--- src/rtl/led_blink_pattern_sequencer_core_macros.svh ---
// assertion macros shared by the led blink pattern sequencer rtl
`ifndef LED_BLINK_PATTERN_SEQUENCER_CORE_MACROS_SVH
`define LED_BLINK_PATTERN_SEQUENCER_CORE_MACROS_SVH

// condition must hold at every clock edge outside reset
`define LBPS_ASSERT_ALWAYS(label, clk, rst, cond, msg) \
  label: assert property (@(posedge clk) disable iff (rst) (cond)) else $error(msg);

// trigger in one cycle implies the consequence in the following cycle
`define LBPS_ASSERT_NEXT(label, clk, rst, trig, cons, msg) \
  label: assert property (@(posedge clk) disable iff (rst) (trig) |=> (cons)) else $error(msg);

`endif

--- src/rtl/lbps_pkg.sv ---
// types, codes and timing constants of the led blink pattern sequencer
package lbps_pkg;

  localparam int PERIOD_BITS = 13;

  typedef logic [PERIOD_BITS-1:0] period_t;

  // operation codes of an input item
  typedef enum logic [2:0] {
    OP_TICK   = 3'd0,
    OP_SELECT = 3'd1,
    OP_ON     = 3'd2,
    OP_OFF    = 3'd3,
    OP_TOGGLE = 3'd4
  } opcode_t;

  // pattern codes
  typedef enum logic [2:0] {
    PAT_OFF     = 3'd0,
    PAT_ON      = 3'd1,
    PAT_SLOW    = 3'd2,
    PAT_FAST    = 3'd3,
    PAT_DOUBLE  = 3'd4,
    PAT_TRIPLE  = 3'd5,
    PAT_CONN    = 3'd6,
    PAT_SUNRISE = 3'd7
  } pattern_t;

  // phase durations in milliseconds
  localparam period_t T_SLOW       = period_t'(1000 / 2);
  localparam period_t T_FAST       = period_t'(250 / 2);
  localparam period_t T_CONN_ON    = period_t'(50);
  localparam period_t T_CONN_OFF   = period_t'(5000 - 50);
  localparam period_t T_SUNRISE    = period_t'(2000 / 2);
  localparam period_t T_MB_ON      = period_t'(100);
  localparam period_t T_MB_OFF     = period_t'(100);
  localparam period_t T_MB_PAUSE   = period_t'(800);
  localparam period_t T_RESET_LOAD = period_t'(1000);

  // blink counts of the multi-blink patterns
  localparam logic [1:0] BLINKS_DOUBLE = 2'd2;
  localparam logic [1:0] BLINKS_TRIPLE = 2'd3;

  // complete sequencer state
  typedef struct packed {
    logic       led_lit;
    pattern_t   current_pattern;
    logic       timer_running;
    period_t    ticks_left;
    period_t    reload_period;
    logic [1:0] blinks_done;
    logic [1:0] blinks_wanted;
    logic       pausing;
  } lbps_state_t;

endpackage

--- src/rtl/lbps_step.sv ---
// next-state logic of the sequencer for one item
module lbps_step (
  input  lbps_pkg::lbps_state_t state,
  input  logic [2:0]            opcode,
  input  logic [2:0]            pattern_code,
  output lbps_pkg::lbps_state_t state_next
);
  import lbps_pkg::*;

  lbps_state_t exp_st;
  lbps_state_t tick_st;
  lbps_state_t sel_st;
  logic [1:0]  blinks_inc;
  pattern_t    sel_pat;

  // pattern step taken when the period counter expires, after the reload
  always_comb begin
    exp_st = state;
    exp_st.ticks_left = state.reload_period;
    blinks_inc = state.blinks_done + 2'd1;
    unique case (state.current_pattern)
      PAT_OFF: begin
        exp_st.led_lit = 1'b0;
        exp_st.timer_running = 1'b0;
      end
      PAT_ON: begin
        exp_st.led_lit = 1'b1;
        exp_st.timer_running = 1'b0;
      end
      PAT_DOUBLE, PAT_TRIPLE: begin
        priority if (state.pausing) begin
          exp_st.pausing = 1'b0;
          exp_st.blinks_done = 2'd0;
          exp_st.led_lit = 1'b1;
          exp_st.reload_period = T_MB_ON;
          exp_st.ticks_left = T_MB_ON;
          exp_st.timer_running = 1'b1;
        end else if (state.led_lit) begin
          exp_st.led_lit = 1'b0;
          exp_st.blinks_done = blinks_inc;
          exp_st.timer_running = 1'b1;
          if (blinks_inc >= state.blinks_wanted) begin
            exp_st.pausing = 1'b1;
            exp_st.reload_period = T_MB_PAUSE;
            exp_st.ticks_left = T_MB_PAUSE;
          end else begin
            exp_st.reload_period = T_MB_OFF;
            exp_st.ticks_left = T_MB_OFF;
          end
        end else begin
          exp_st.led_lit = 1'b1;
          exp_st.reload_period = T_MB_ON;
          exp_st.ticks_left = T_MB_ON;
          exp_st.timer_running = 1'b1;
        end
      end
      PAT_CONN: begin
        exp_st.led_lit = ~state.led_lit;
        exp_st.reload_period = state.led_lit ? T_CONN_OFF : T_CONN_ON;
        exp_st.ticks_left = state.led_lit ? T_CONN_OFF : T_CONN_ON;
        exp_st.timer_running = 1'b1;
      end
      default: begin
        // slow, fast and sunrise keep their period
        exp_st.led_lit = ~state.led_lit;
      end
    endcase
  end

  // millisecond tick: count down, expire at one or zero
  always_comb begin
    tick_st = state;
    if (state.timer_running) begin
      if (state.ticks_left <= period_t'(1)) begin
        tick_st = exp_st;
      end else begin
        tick_st.ticks_left = state.ticks_left - period_t'(1);
      end
    end
  end

  // pattern select restarts the phase and, for the timed patterns, the counter
  always_comb begin
    sel_pat = pattern_t'(pattern_code);
    sel_st = state;
    sel_st.current_pattern = sel_pat;
    sel_st.blinks_done = 2'd0;
    sel_st.pausing = 1'b0;
    sel_st.timer_running = 1'b1;
    sel_st.led_lit = 1'b1;
    unique case (sel_pat)
      PAT_OFF: begin
        sel_st.timer_running = 1'b0;
        sel_st.led_lit = 1'b0;
      end
      PAT_ON: begin
        sel_st.timer_running = 1'b0;
      end
      PAT_SLOW: begin
        sel_st.reload_period = T_SLOW;
        sel_st.ticks_left = T_SLOW;
      end
      PAT_FAST: begin
        sel_st.reload_period = T_FAST;
        sel_st.ticks_left = T_FAST;
      end
      PAT_DOUBLE: begin
        sel_st.blinks_wanted = BLINKS_DOUBLE;
        sel_st.reload_period = T_MB_ON;
        sel_st.ticks_left = T_MB_ON;
      end
      PAT_TRIPLE: begin
        sel_st.blinks_wanted = BLINKS_TRIPLE;
        sel_st.reload_period = T_MB_ON;
        sel_st.ticks_left = T_MB_ON;
      end
      PAT_CONN: begin
        sel_st.reload_period = T_CONN_ON;
        sel_st.ticks_left = T_CONN_ON;
      end
      default: begin
        sel_st.reload_period = T_SUNRISE;
        sel_st.ticks_left = T_SUNRISE;
      end
    endcase
  end

  // operation select; unused codes keep the state
  always_comb begin
    state_next = state;
    unique case (opcode)
      OP_TICK:   state_next = tick_st;
      OP_SELECT: state_next = sel_st;
      OP_ON:     state_next.led_lit = 1'b1;
      OP_OFF:    state_next.led_lit = 1'b0;
      OP_TOGGLE: state_next.led_lit = ~state.led_lit;
      default:   state_next = state;
    endcase
  end

endmodule

--- src/rtl/led_blink_pattern_sequencer_core.sv ---
// top level of the led blink pattern sequencer
//
// Status LED pattern sequencer clocked by millisecond tick items.
// Input stream s_axis carries one operation per item: tick, pattern select,
// force on, force off or toggle, with the pattern code for a select.
// Output stream m_axis returns exactly one item per input item: the LED
// level after that operation and the currently selected pattern.
// An item accepted at a clock edge shows its result on m_axis after that
// edge. Throughput is one item per cycle while the receiver does not stall,
// as the combinational state update feeds the result register.
// The block takes a new item whenever the result register is empty or its
// item is taken in the same cycle; while the receiver stalls, the result
// holds and s_axis_tready stays low.
// Reset clears the LED, selects the off pattern, stops the period counter,
// loads a 1000 ms reload period and empties the result register.
`include "led_blink_pattern_sequencer_core_macros.svh"

module led_blink_pattern_sequencer_core (
  input  logic       clk,
  input  logic       rst,
  input  logic       s_axis_tvalid,
  output logic       s_axis_tready,
  input  logic [7:0] s_axis_tdata,  // [2:0] opcode, [5:3] pattern_code, [7:6] zero
  output logic       m_axis_tvalid,
  input  logic       m_axis_tready,
  output logic [7:0] m_axis_tdata   // [0] led_level, [3:1] active_pattern, [7:4] zero
);
  import lbps_pkg::*;

  lbps_state_t st;
  lbps_state_t st_next;
  logic        in_fire;
  logic        out_valid;
  logic        out_led;
  pattern_t    out_pat;

  assign s_axis_tready = ~out_valid | m_axis_tready;
  assign in_fire = s_axis_tvalid & s_axis_tready;

  // next state for the item at the input
  lbps_step u_step (
    .state        (st),
    .opcode       (s_axis_tdata[2:0]),
    .pattern_code (s_axis_tdata[5:3]),
    .state_next   (st_next)
  );

  // sequencer state
  always_ff @(posedge clk) begin
    if (rst) begin
      st.led_lit <= 1'b0;
      st.current_pattern <= PAT_OFF;
      st.timer_running <= 1'b0;
      st.ticks_left <= '0;
      st.reload_period <= T_RESET_LOAD;
      st.blinks_done <= 2'd0;
      st.blinks_wanted <= 2'd0;
      st.pausing <= 1'b0;
    end else if (in_fire) begin
      st <= st_next;
    end
  end

  // result register valid flag
  always_ff @(posedge clk) begin
    if (rst) begin
      out_valid <= 1'b0;
    end else if (in_fire) begin
      out_valid <= 1'b1;
    end else if (m_axis_tready) begin
      out_valid <= 1'b0;
    end
  end

  // result payload
  always_ff @(posedge clk) begin
    if (in_fire) begin
      out_led <= st_next.led_lit;
      out_pat <= st_next.current_pattern;
    end
  end

  assign m_axis_tvalid = out_valid;
  assign m_axis_tdata = {4'b0000, out_pat, out_led};

  // checks
  `LBPS_ASSERT_NEXT(a_result_follows, clk, rst, in_fire, m_axis_tvalid, "no result after item")
  `LBPS_ASSERT_NEXT(a_result_matches, clk, rst, in_fire,
                    (m_axis_tdata[0] == st.led_lit) && (out_pat == st.current_pattern),
                    "result differs from state")
  `LBPS_ASSERT_ALWAYS(a_count_bounded, clk, rst,
                      !st.timer_running ||
                      ((st.ticks_left != '0) && (st.ticks_left <= st.reload_period)),
                      "period count out of range while running")
  `LBPS_ASSERT_ALWAYS(a_pause_pattern, clk, rst,
                      !st.pausing || (st.current_pattern == PAT_DOUBLE) ||
                      (st.current_pattern == PAT_TRIPLE),
                      "pause phase outside multi-blink pattern")

endmodule

--- config.mk ---
export PLATFORM = sky130hd
export DESIGN_NAME = led_blink_pattern_sequencer_core
export DESIGN_NICKNAME = d
export VERILOG_FILES = /design/src/rtl/lbps_pkg.sv /design/src/rtl/lbps_step.sv /design/src/rtl/led_blink_pattern_sequencer_core.sv
export VERILOG_INCLUDE_DIRS = /design/src /design/src/rtl
export SDC_FILE = /design/constraint.sdc
export NUM_CORES = 1
export LEC_CHECK = 0
export ABC_AREA = 1
export BUFFER_PORTS_ARGS = -buffer_cell sky130_fd_sc_hd__buf_2
export CORE_MARGIN = 2
export CORE_UTILIZATION = 65
export CTS_CLUSTER_SIZE = 12
export DETAILED_ROUTE_END_ITERATION = 7
export PLACE_DENSITY_LB_ADDON = 0.3
export REMOVE_ABC_BUFFERS = 1
export SLEW_MARGIN = 40
export SYNTH_ARGS = -nofsm -noshare
export SYNTH_HDL_FRONTEND = slang
export SYNTH_HIERARCHICAL = 1
export SYNTH_SLANG_ARGS = --single-unit
--- constraint.sdc ---
create_clock -name clk -period 4.14 [get_ports clk]
set_clock_uncertainty 0.1 [all_clocks]
set_input_delay 0.414 -clock clk [delete_from_list [all_inputs] [get_ports clk]]
set_output_delay 0.414 -clock clk [all_outputs]
set_load 0.02 [all_outputs]
==> results of run 1 <==
==> path summary, 6_finish.rpt <==
kind              startpoint            end  slack [ns]  cells past startpoint
hold reg to reg        st[2]          st[2]        0.39                      2
hold / removal           rst  m_axis_tvalid        0.18                      2
setup / recovery      st[22]         st[26]        1.72                     14
setup reg to reg      st[22]         st[26]        1.72                     14
==> cell usage after synthesis, types with 2 or more instances <==
master,n,area share (%)
nand2_1,173,19
inv_1,82,9.0
nand3_1,81,12
nor2_1,73,8.0
a21oi_1,56,8.2
dfxtp_1,37,22
o21ai_0,23,3.4
buf_2,14,2.0
buf_4,11,2.4
xor2_1,6,1.5
nand2_2,5,0.91
edfxtp_1,4,3.5
ha_1,4,1.5
o21bai_1,4,0.88
clkbuf_1,3,0.33
nor2_4,3,0.99
nor3_1,3,0.44
buf_1,2,0.22
buf_6,2,0.66
nand4_1,2,0.36
o21a_1,2,0.44
==> registers in the layout, indices dropped and copies added, names as in the netlist <==
signal         cells
st                36
m_axis_tvalid      1
out_pat            3
out_led            1
==> final cells by class <==
| type | count | area, µm² |
|---|---|---|
| Clock buffer | 6 | 72.57 |
| Tap cell | 70 | 87.58 |
| Sequential cell | 41 | 860.8 |
| Multi-Input combinational cell | 447 | 2054 |
| Clock inverter | 2 | 35.03 |
| Fill cell | 479 | 1560 |
| Inverter | 86 | 331.6 |
| Timing Repair Buffer | 19 | 105.1 |
==> where the power goes <==
group          total, mW  switching (mW)  internal [mW]
Combinational      0.342           0.228          0.114
Sequential         0.466          0.0323          0.433
Clock              0.336           0.157          0.179
Total               1.14           0.417          0.727
==> cells by family (layout without fill, tap and decap cells) <==
logic type / Yosys count / count (layout) / synth area share (%)
other cells: 1 / 4 / 0.1094
compound gates: 89 / 89 / 13.80
simple gates: 344 / 344 / 42.70
fa+ha+maj: 4 / 4 / 1.460
flops: 41 / 41 / 25.11
xor+xnor: 6 / 6 / 1.533
buf+inv: 118 / 113 / 15.29
==> per-stage QoR <==
step / area, µm² / instances / setup slack, ns
floorplan: 3246 / 574 / 1.966
CTS: 3547 / 671 / 1.777
global placement: 3438 / 663 / 1.826
finish: 3547 / 671 / 1.719
global route: 3547 / 671 / 1.470
detailed placement: 3440 / 663 / 1.802
==> worst max-delay path, stage by stage, from the launching register on <==
cell	delay (ns)
dfxtp_1	0.40
nor2_1	0.18
nand2_1	0.07
nor2_1	0.16
nand2_1	0.09
nand2_2	0.32
nand2_2	0.33
inv_1	0.19
nand2_1	0.09
nand3_1	0.09
nand2_1	0.05
inv_1	0.05
nand3_1	0.06
nand2_1	0.08
nor2_1	0.06
==> metal layers <==
layer  global-route usage (%)  vias up  share of wire, %
li1                         -     1884                 -
met1                    41.76     1625                43
met2                    50.09      199                45
met3                    4.739       27               9.8
met4                    13.82        0               2.4
met5                        0        -                 0
==> impl_metrics.csv, run 1 <==
group,metric,value,unit
global_routing,grt_pass1_vias,3448,
cts,clock_sinks,41,
cts,cts_max_path_buffers,2,
sta,setup_tns,0,ns
placed_design,gp_congestion,0.9605,
global_routing,grt_pass1_wl,15.18,mm
critical_path,path_max_fanout,21,
layout,finish.utilization,69.45,%
placed_design,hpwl,5.997,mm
power,p_per_area,322.5,nW/µm²
sta,min_period,2.421,ns
logic_synthesis,syn_area,3428,µm²
global_routing,grt_usage,31.30,%
global_routing,overflow,0,
drt,viasPerCell,5.566,
cts,h-tree-depth,2,
sta,drv_slew,0,
layout,diodes,0,
floorplan,die_x,76.63,µm
logic_synthesis,ys_seq_elements,41,
cts,cts_resized,0,
sta,max-slew-margin-rel,62.68,%
drt,drcViolationCount,0,
logic_synthesis,yosysWarningCount,6,
power,power_leakage,1.794,nW
floorplan,die_area,5871,µm²
critical_path,cp-end-kind,"flip-flop",
logic_synthesis,synth.distinct_cells,34,
cts,insertion_delay,0.30,ns
logic_synthesis,synth-async-reset-ratio,0,%
critical_path,critPathLaunchType,"flip-flop",
critical_path,crit_type,"flip-flop to flip-flop",
logic_synthesis,synth-edff-count,4,
layout,nets,616,
power,report.power.total,1.144,mW
logic_synthesis,ys.flop_type,"dfxtp_1",
drt,drt-pass1-iter-count,6,
cts,cts_buffers,5,
global_routing,grt_max_degree,49,
sta,grt_setup_unrepaired,"no",
layout,layout_commonest_cell,"nand2_1",
sta,max_freq,413.1,MHz
logic_synthesis,ys_seq_area_share,25.11,%
power,ir_drop,0.0001593,V
layout,layout_common_cells,"173 x nand2_1, 82 x inv_1, 81 x nand3_1, 73 x nor2_1, 56 x a21oi_1",
placed_design,port_buffers,15,
cts,postCtsSetupBuffers,0,
worst_hold_path,hold_class,"input pin to flip-flop",
cts,postCtsHoldBufs,0,
drt,vias,3735,
job,drv_cap,0,
drt,wl,8.867,mm
sta,hold_ws,0.1842,ns
sta,worst_slew_pin_slew,0.5598,ns
floorplan,die_h,76.63,µm
drt,ant_nets,0,
layout,syn_to_final_growth,3.467,%
critical_path,cp.arrival,2.52,ns
drt,wl_per_cell,13.21,µm
floorplan,core_region_area,5107,µm²
cts,tritoncts,"built",
floorplan,start_util,67.12,%
floorplan,io_pins,22,
drt,drt-initial-drc-count,435,
outcome,status,"finished, final reports clean",
logic_synthesis,avgSynthCellArea,5.685,µm²
global_routing,antenna_found_initial,0,
sta,setup_viol,0,
cts,cts.clk_slew.worst_paths,0.09,ns
floorplan,row_count,26,
critical_path,cp_data_required_time,4.24,ns
logic_synthesis,syn_inst,603,
sta,hold_viol,0,
sta,post-route-period-util,58.47,%
cts,cts_root_buf,"clkbuf_8",
layout,final_layout_size_suffix_gt1_share,7.155,%
(Power assumes the default switching activity.)
==> inputs of run 2 (changes only) <==
--- a/config.mk
+++ b/config.mk
@@ -9,7 +9,7 @@
 export ABC_AREA = 1
 export BUFFER_PORTS_ARGS = -buffer_cell sky130_fd_sc_hd__buf_2
 export CORE_MARGIN = 2
-export CORE_UTILIZATION = 65
+export CORE_UTILIZATION = 62
 export CTS_CLUSTER_SIZE = 12
 export DETAILED_ROUTE_END_ITERATION = 7
 export PLACE_DENSITY_LB_ADDON = 0.3
==> constraint.sdc (replaced) <==
create_clock -name clk -period 2.3 [get_ports clk]
set_clock_uncertainty 0.1 [all_clocks]
set_input_delay 0.23 -clock clk [delete_from_list [all_inputs] [get_ports clk]]
set_output_delay 0.23 -clock clk [all_outputs]
set_load 0.02 [all_outputs]
==> run 2 against run 1 <==
Final cell count increased by 1.6%. Power grew 82%. Sequential power rose by 79%. Critical path depth grew 1. Clock-buffer cell count unchanged. Core utilization down 2.6 points. Sequential share of layout area down 0.58 points. Non-clock buffer count grew 9. Register-to-register slack worse by 1.5 ns.
==> impl_metrics.csv, run 2 (synthesis gave the netlist of run 1 again) <==
group,metric,value,unit
cts,insertion_delay,0.31,ns
layout,final_area,3633,µm²
layout,finish.utilization,66.80,%
worst_hold_path,worstHoldPathCells,3,
cts,clock_sinks,41,
floorplan,io_pins,22,
outcome,status,"finished, final reports clean",
critical_path,cp-end-kind,"flip-flop",
sta,hold_viol,0,
cts,cts_root_buf,"clkbuf_8",
placed_design,gp_congestion,0.9537,
drt,wl,9.078,mm
worst_hold_path,hp-start,"s_axis_tvalid",
power,swShare,36.07,%
critical_path,cp_data_required_time,2.41,ns
worst_hold_path,hold_end,"m_axis_tvalid",
cts,cts_buffers,5,
global_routing,grt_pass1_vias,3459,
power,power_leakage,1.851,nW
layout,largest_register_ffs,36,
drt,drt-pass1-iter-count,6,
floorplan,die_area,6140,µm²
cts,cts.clk_slew.worst_paths,0.08,ns
floorplan,core_region_area,5439,µm²
global_routing,antenna_found_initial,0,
sta,worst_slew_pin_slew,0.5620,ns
sta,setup_tns,0,ns
critical_path,crit_type,"flip-flop to flip-flop",
layout,layout_common_cells,"173 x nand2_1, 82 x inv_1, 81 x nand3_1, 73 x nor2_1, 56 x a21oi_1",
floorplan,die_x,78.36,µm
layout,layout_commonest_cell,"nand2_1",
floorplan,start_util,63.03,%
placed_design,placed_cell_area,3502,µm²
layout,top_regs,"st x36, out_pat x3",
cts,postCtsSetupBuffers,0,
sta,setup_viol,0,
critical_path,r2r_slack,0.20,ns
critical_path,critPathLaunchType,"flip-flop",
sta,post-route-period-util,91.52,%
critical_path,crit_family,"simple AND/OR/NAND/NOR gates",
critical_path,r2r_cells,15,
critical_path,timing.rr.start,"st[18]",
global_routing,overflow,0,
layout,nets,625,
critical_path,worstReg2RegEnd,"st[5]",
layout,diodes,0,
drt,drt-initial-drc-count,378,
global_routing,grt_max_degree,37,
layout,final_layout_size_suffix_gt1_share,8.361,%
drt,vias,3794,
power,power_frac_seq,40.2,%
sta,max_freq,475.1,MHz
critical_path,critPathMostFrequentCell,"nand2_1",
global_routing,grt_usage,30.75,%
critical_path,cp.arrival,2.21,ns
drt,wl_per_cell,13.31,µm
sta,drv_slew,0,
job,drv_cap,0,
critical_path,cpMaxStageDelayCell,"dfxtp_1",
layout,syn_to_final_growth,5.985,%
placed_design,port_buffers,15,
drt,drcViolationCount,0,
sta,grt_setup_unrepaired,"no",
power,p_int,1.328,mW
placed_design,hpwl,6.330,mm
cts,h-tree-depth,2,
drt,ant_nets,0,
critical_path,critPathMaxStageDelay,0.44,ns
cts,tritoncts,"built",
sta,hold_ws,0.2594,ns
layout,regMostFlops,"st",
global_routing,grt_pass1_wl,15.25,mm
sta,min_period,2.105,ns
critical_path,cp_num_buf_inv,2,
critical_path,path_max_fanout,14,
sta,max-slew-margin-rel,62.49,%
floorplan,row_count,27,
floorplan,die_h,78.36,µm
worst_hold_path,hold_class,"input pin to flip-flop",
placed_design,place_ws,0.2096,ns
power,clkPwrFrac,28.7,%
layout,nFillCells,489,
cts,cts_max_path_buffers,2,
power,p_per_area,571.7,nW/µm²
critical_path,path_cells,"ha_1 > nand2_1 > nor2_1 > nand2_1 > nand2_4 > buf_6 > nand3_1 > nand2_1 > nand2_1 > nand2_1 > nand2_1 > inv_1 > nand3_1 > nand2_1 > nor2_1",
power,pwr-share-comb,31.1,%
drt,viasPerCell,5.563,
power,p_switching,0.7493,mW
sta,fin_ws,0.1951,ns
power,ir_drop,0.0003893,V
run 2: power by group through the flow:
| stage | combinational (mW) | sequential [mW] | clock [mW] |
|---|---|---|---|
| 2_1_floorplan | 0.444 | 0.853 | 0 |
| 3_3_place_gp | 0.603 | 0.847 | 0 |
| 3_5_place_dp | 0.625 | 0.850 | 0 |
| 4_1_cts | 0.631 | 0.833 | 0.606 |
| 5_1_grt | 0.737 | 0.842 | 0.630 |
| 6_report | 0.646 | 0.834 | 0.597 |
run 2: layer usage:
layer	vias up	share of wire, %	GRT usage, %
met2	191	46	51.38
met1	1674	43	39.90
met3	31	8.5	4.828
met4	0	2.4	11.75
met5	-	0	0
li1	1898	-	-
run 2: tightest hold or removal path, cell delays in order:
cell and delay, ns:
buf_2 0.13, nand2_2 0.18, a21oi_1 0.09
run 2: worst max path at each step:
stage	from	end	slack [ns]	depth (start not counted)
6_report	st[18]	st[5]	0.20	15
5_1_grt	st[18]	st[30]	0.008	14
4_1_cts	st[26]	st[5]	0.18	15
3_5_place_dp	st[19]	st[5]	0.21	16
3_3_place_gp	st[21]	st[27]	0.25	14
2_1_floorplan	s_axis_tdata[0]	st[21]	0.31	11
run 2: repair_timing:
item,4_1_cts,5_1_grt
hold buffers,1,0
gates resized for setup,0,3
endpoints found under the hold margin,1,0
endpoints found under the setup margin,0,9
run 2: per-stage QoR:
| stage | instances | power (mW) |
|---|---|---|
| floorplan | 574 | 1.297 |
| detailed placement | 673 | 1.475 |
| global placement | 673 | 1.450 |
| CTS | 682 | 2.069 |
| global route | 682 | 2.209 |
| finish | 682 | 2.077 |
run 2: layout make-up:
| cell class | instances | area, µm² | share of cell area (%) |
|---|---|---|---|
| multi-input combinational | 447 | 2064 | 56.82 |
| inverter | 86 | 331.6 | 9.125 |
| timing repair buffer | 28 | 178.9 | 4.924 |
| clock inverter | 2 | 35.03 | 0.9642 |
| clock buffer | 6 | 72.57 | 1.997 |
| sequential | 41 | 860.8 | 23.69 |
| tap | 72 | 90.09 | 2.479 |
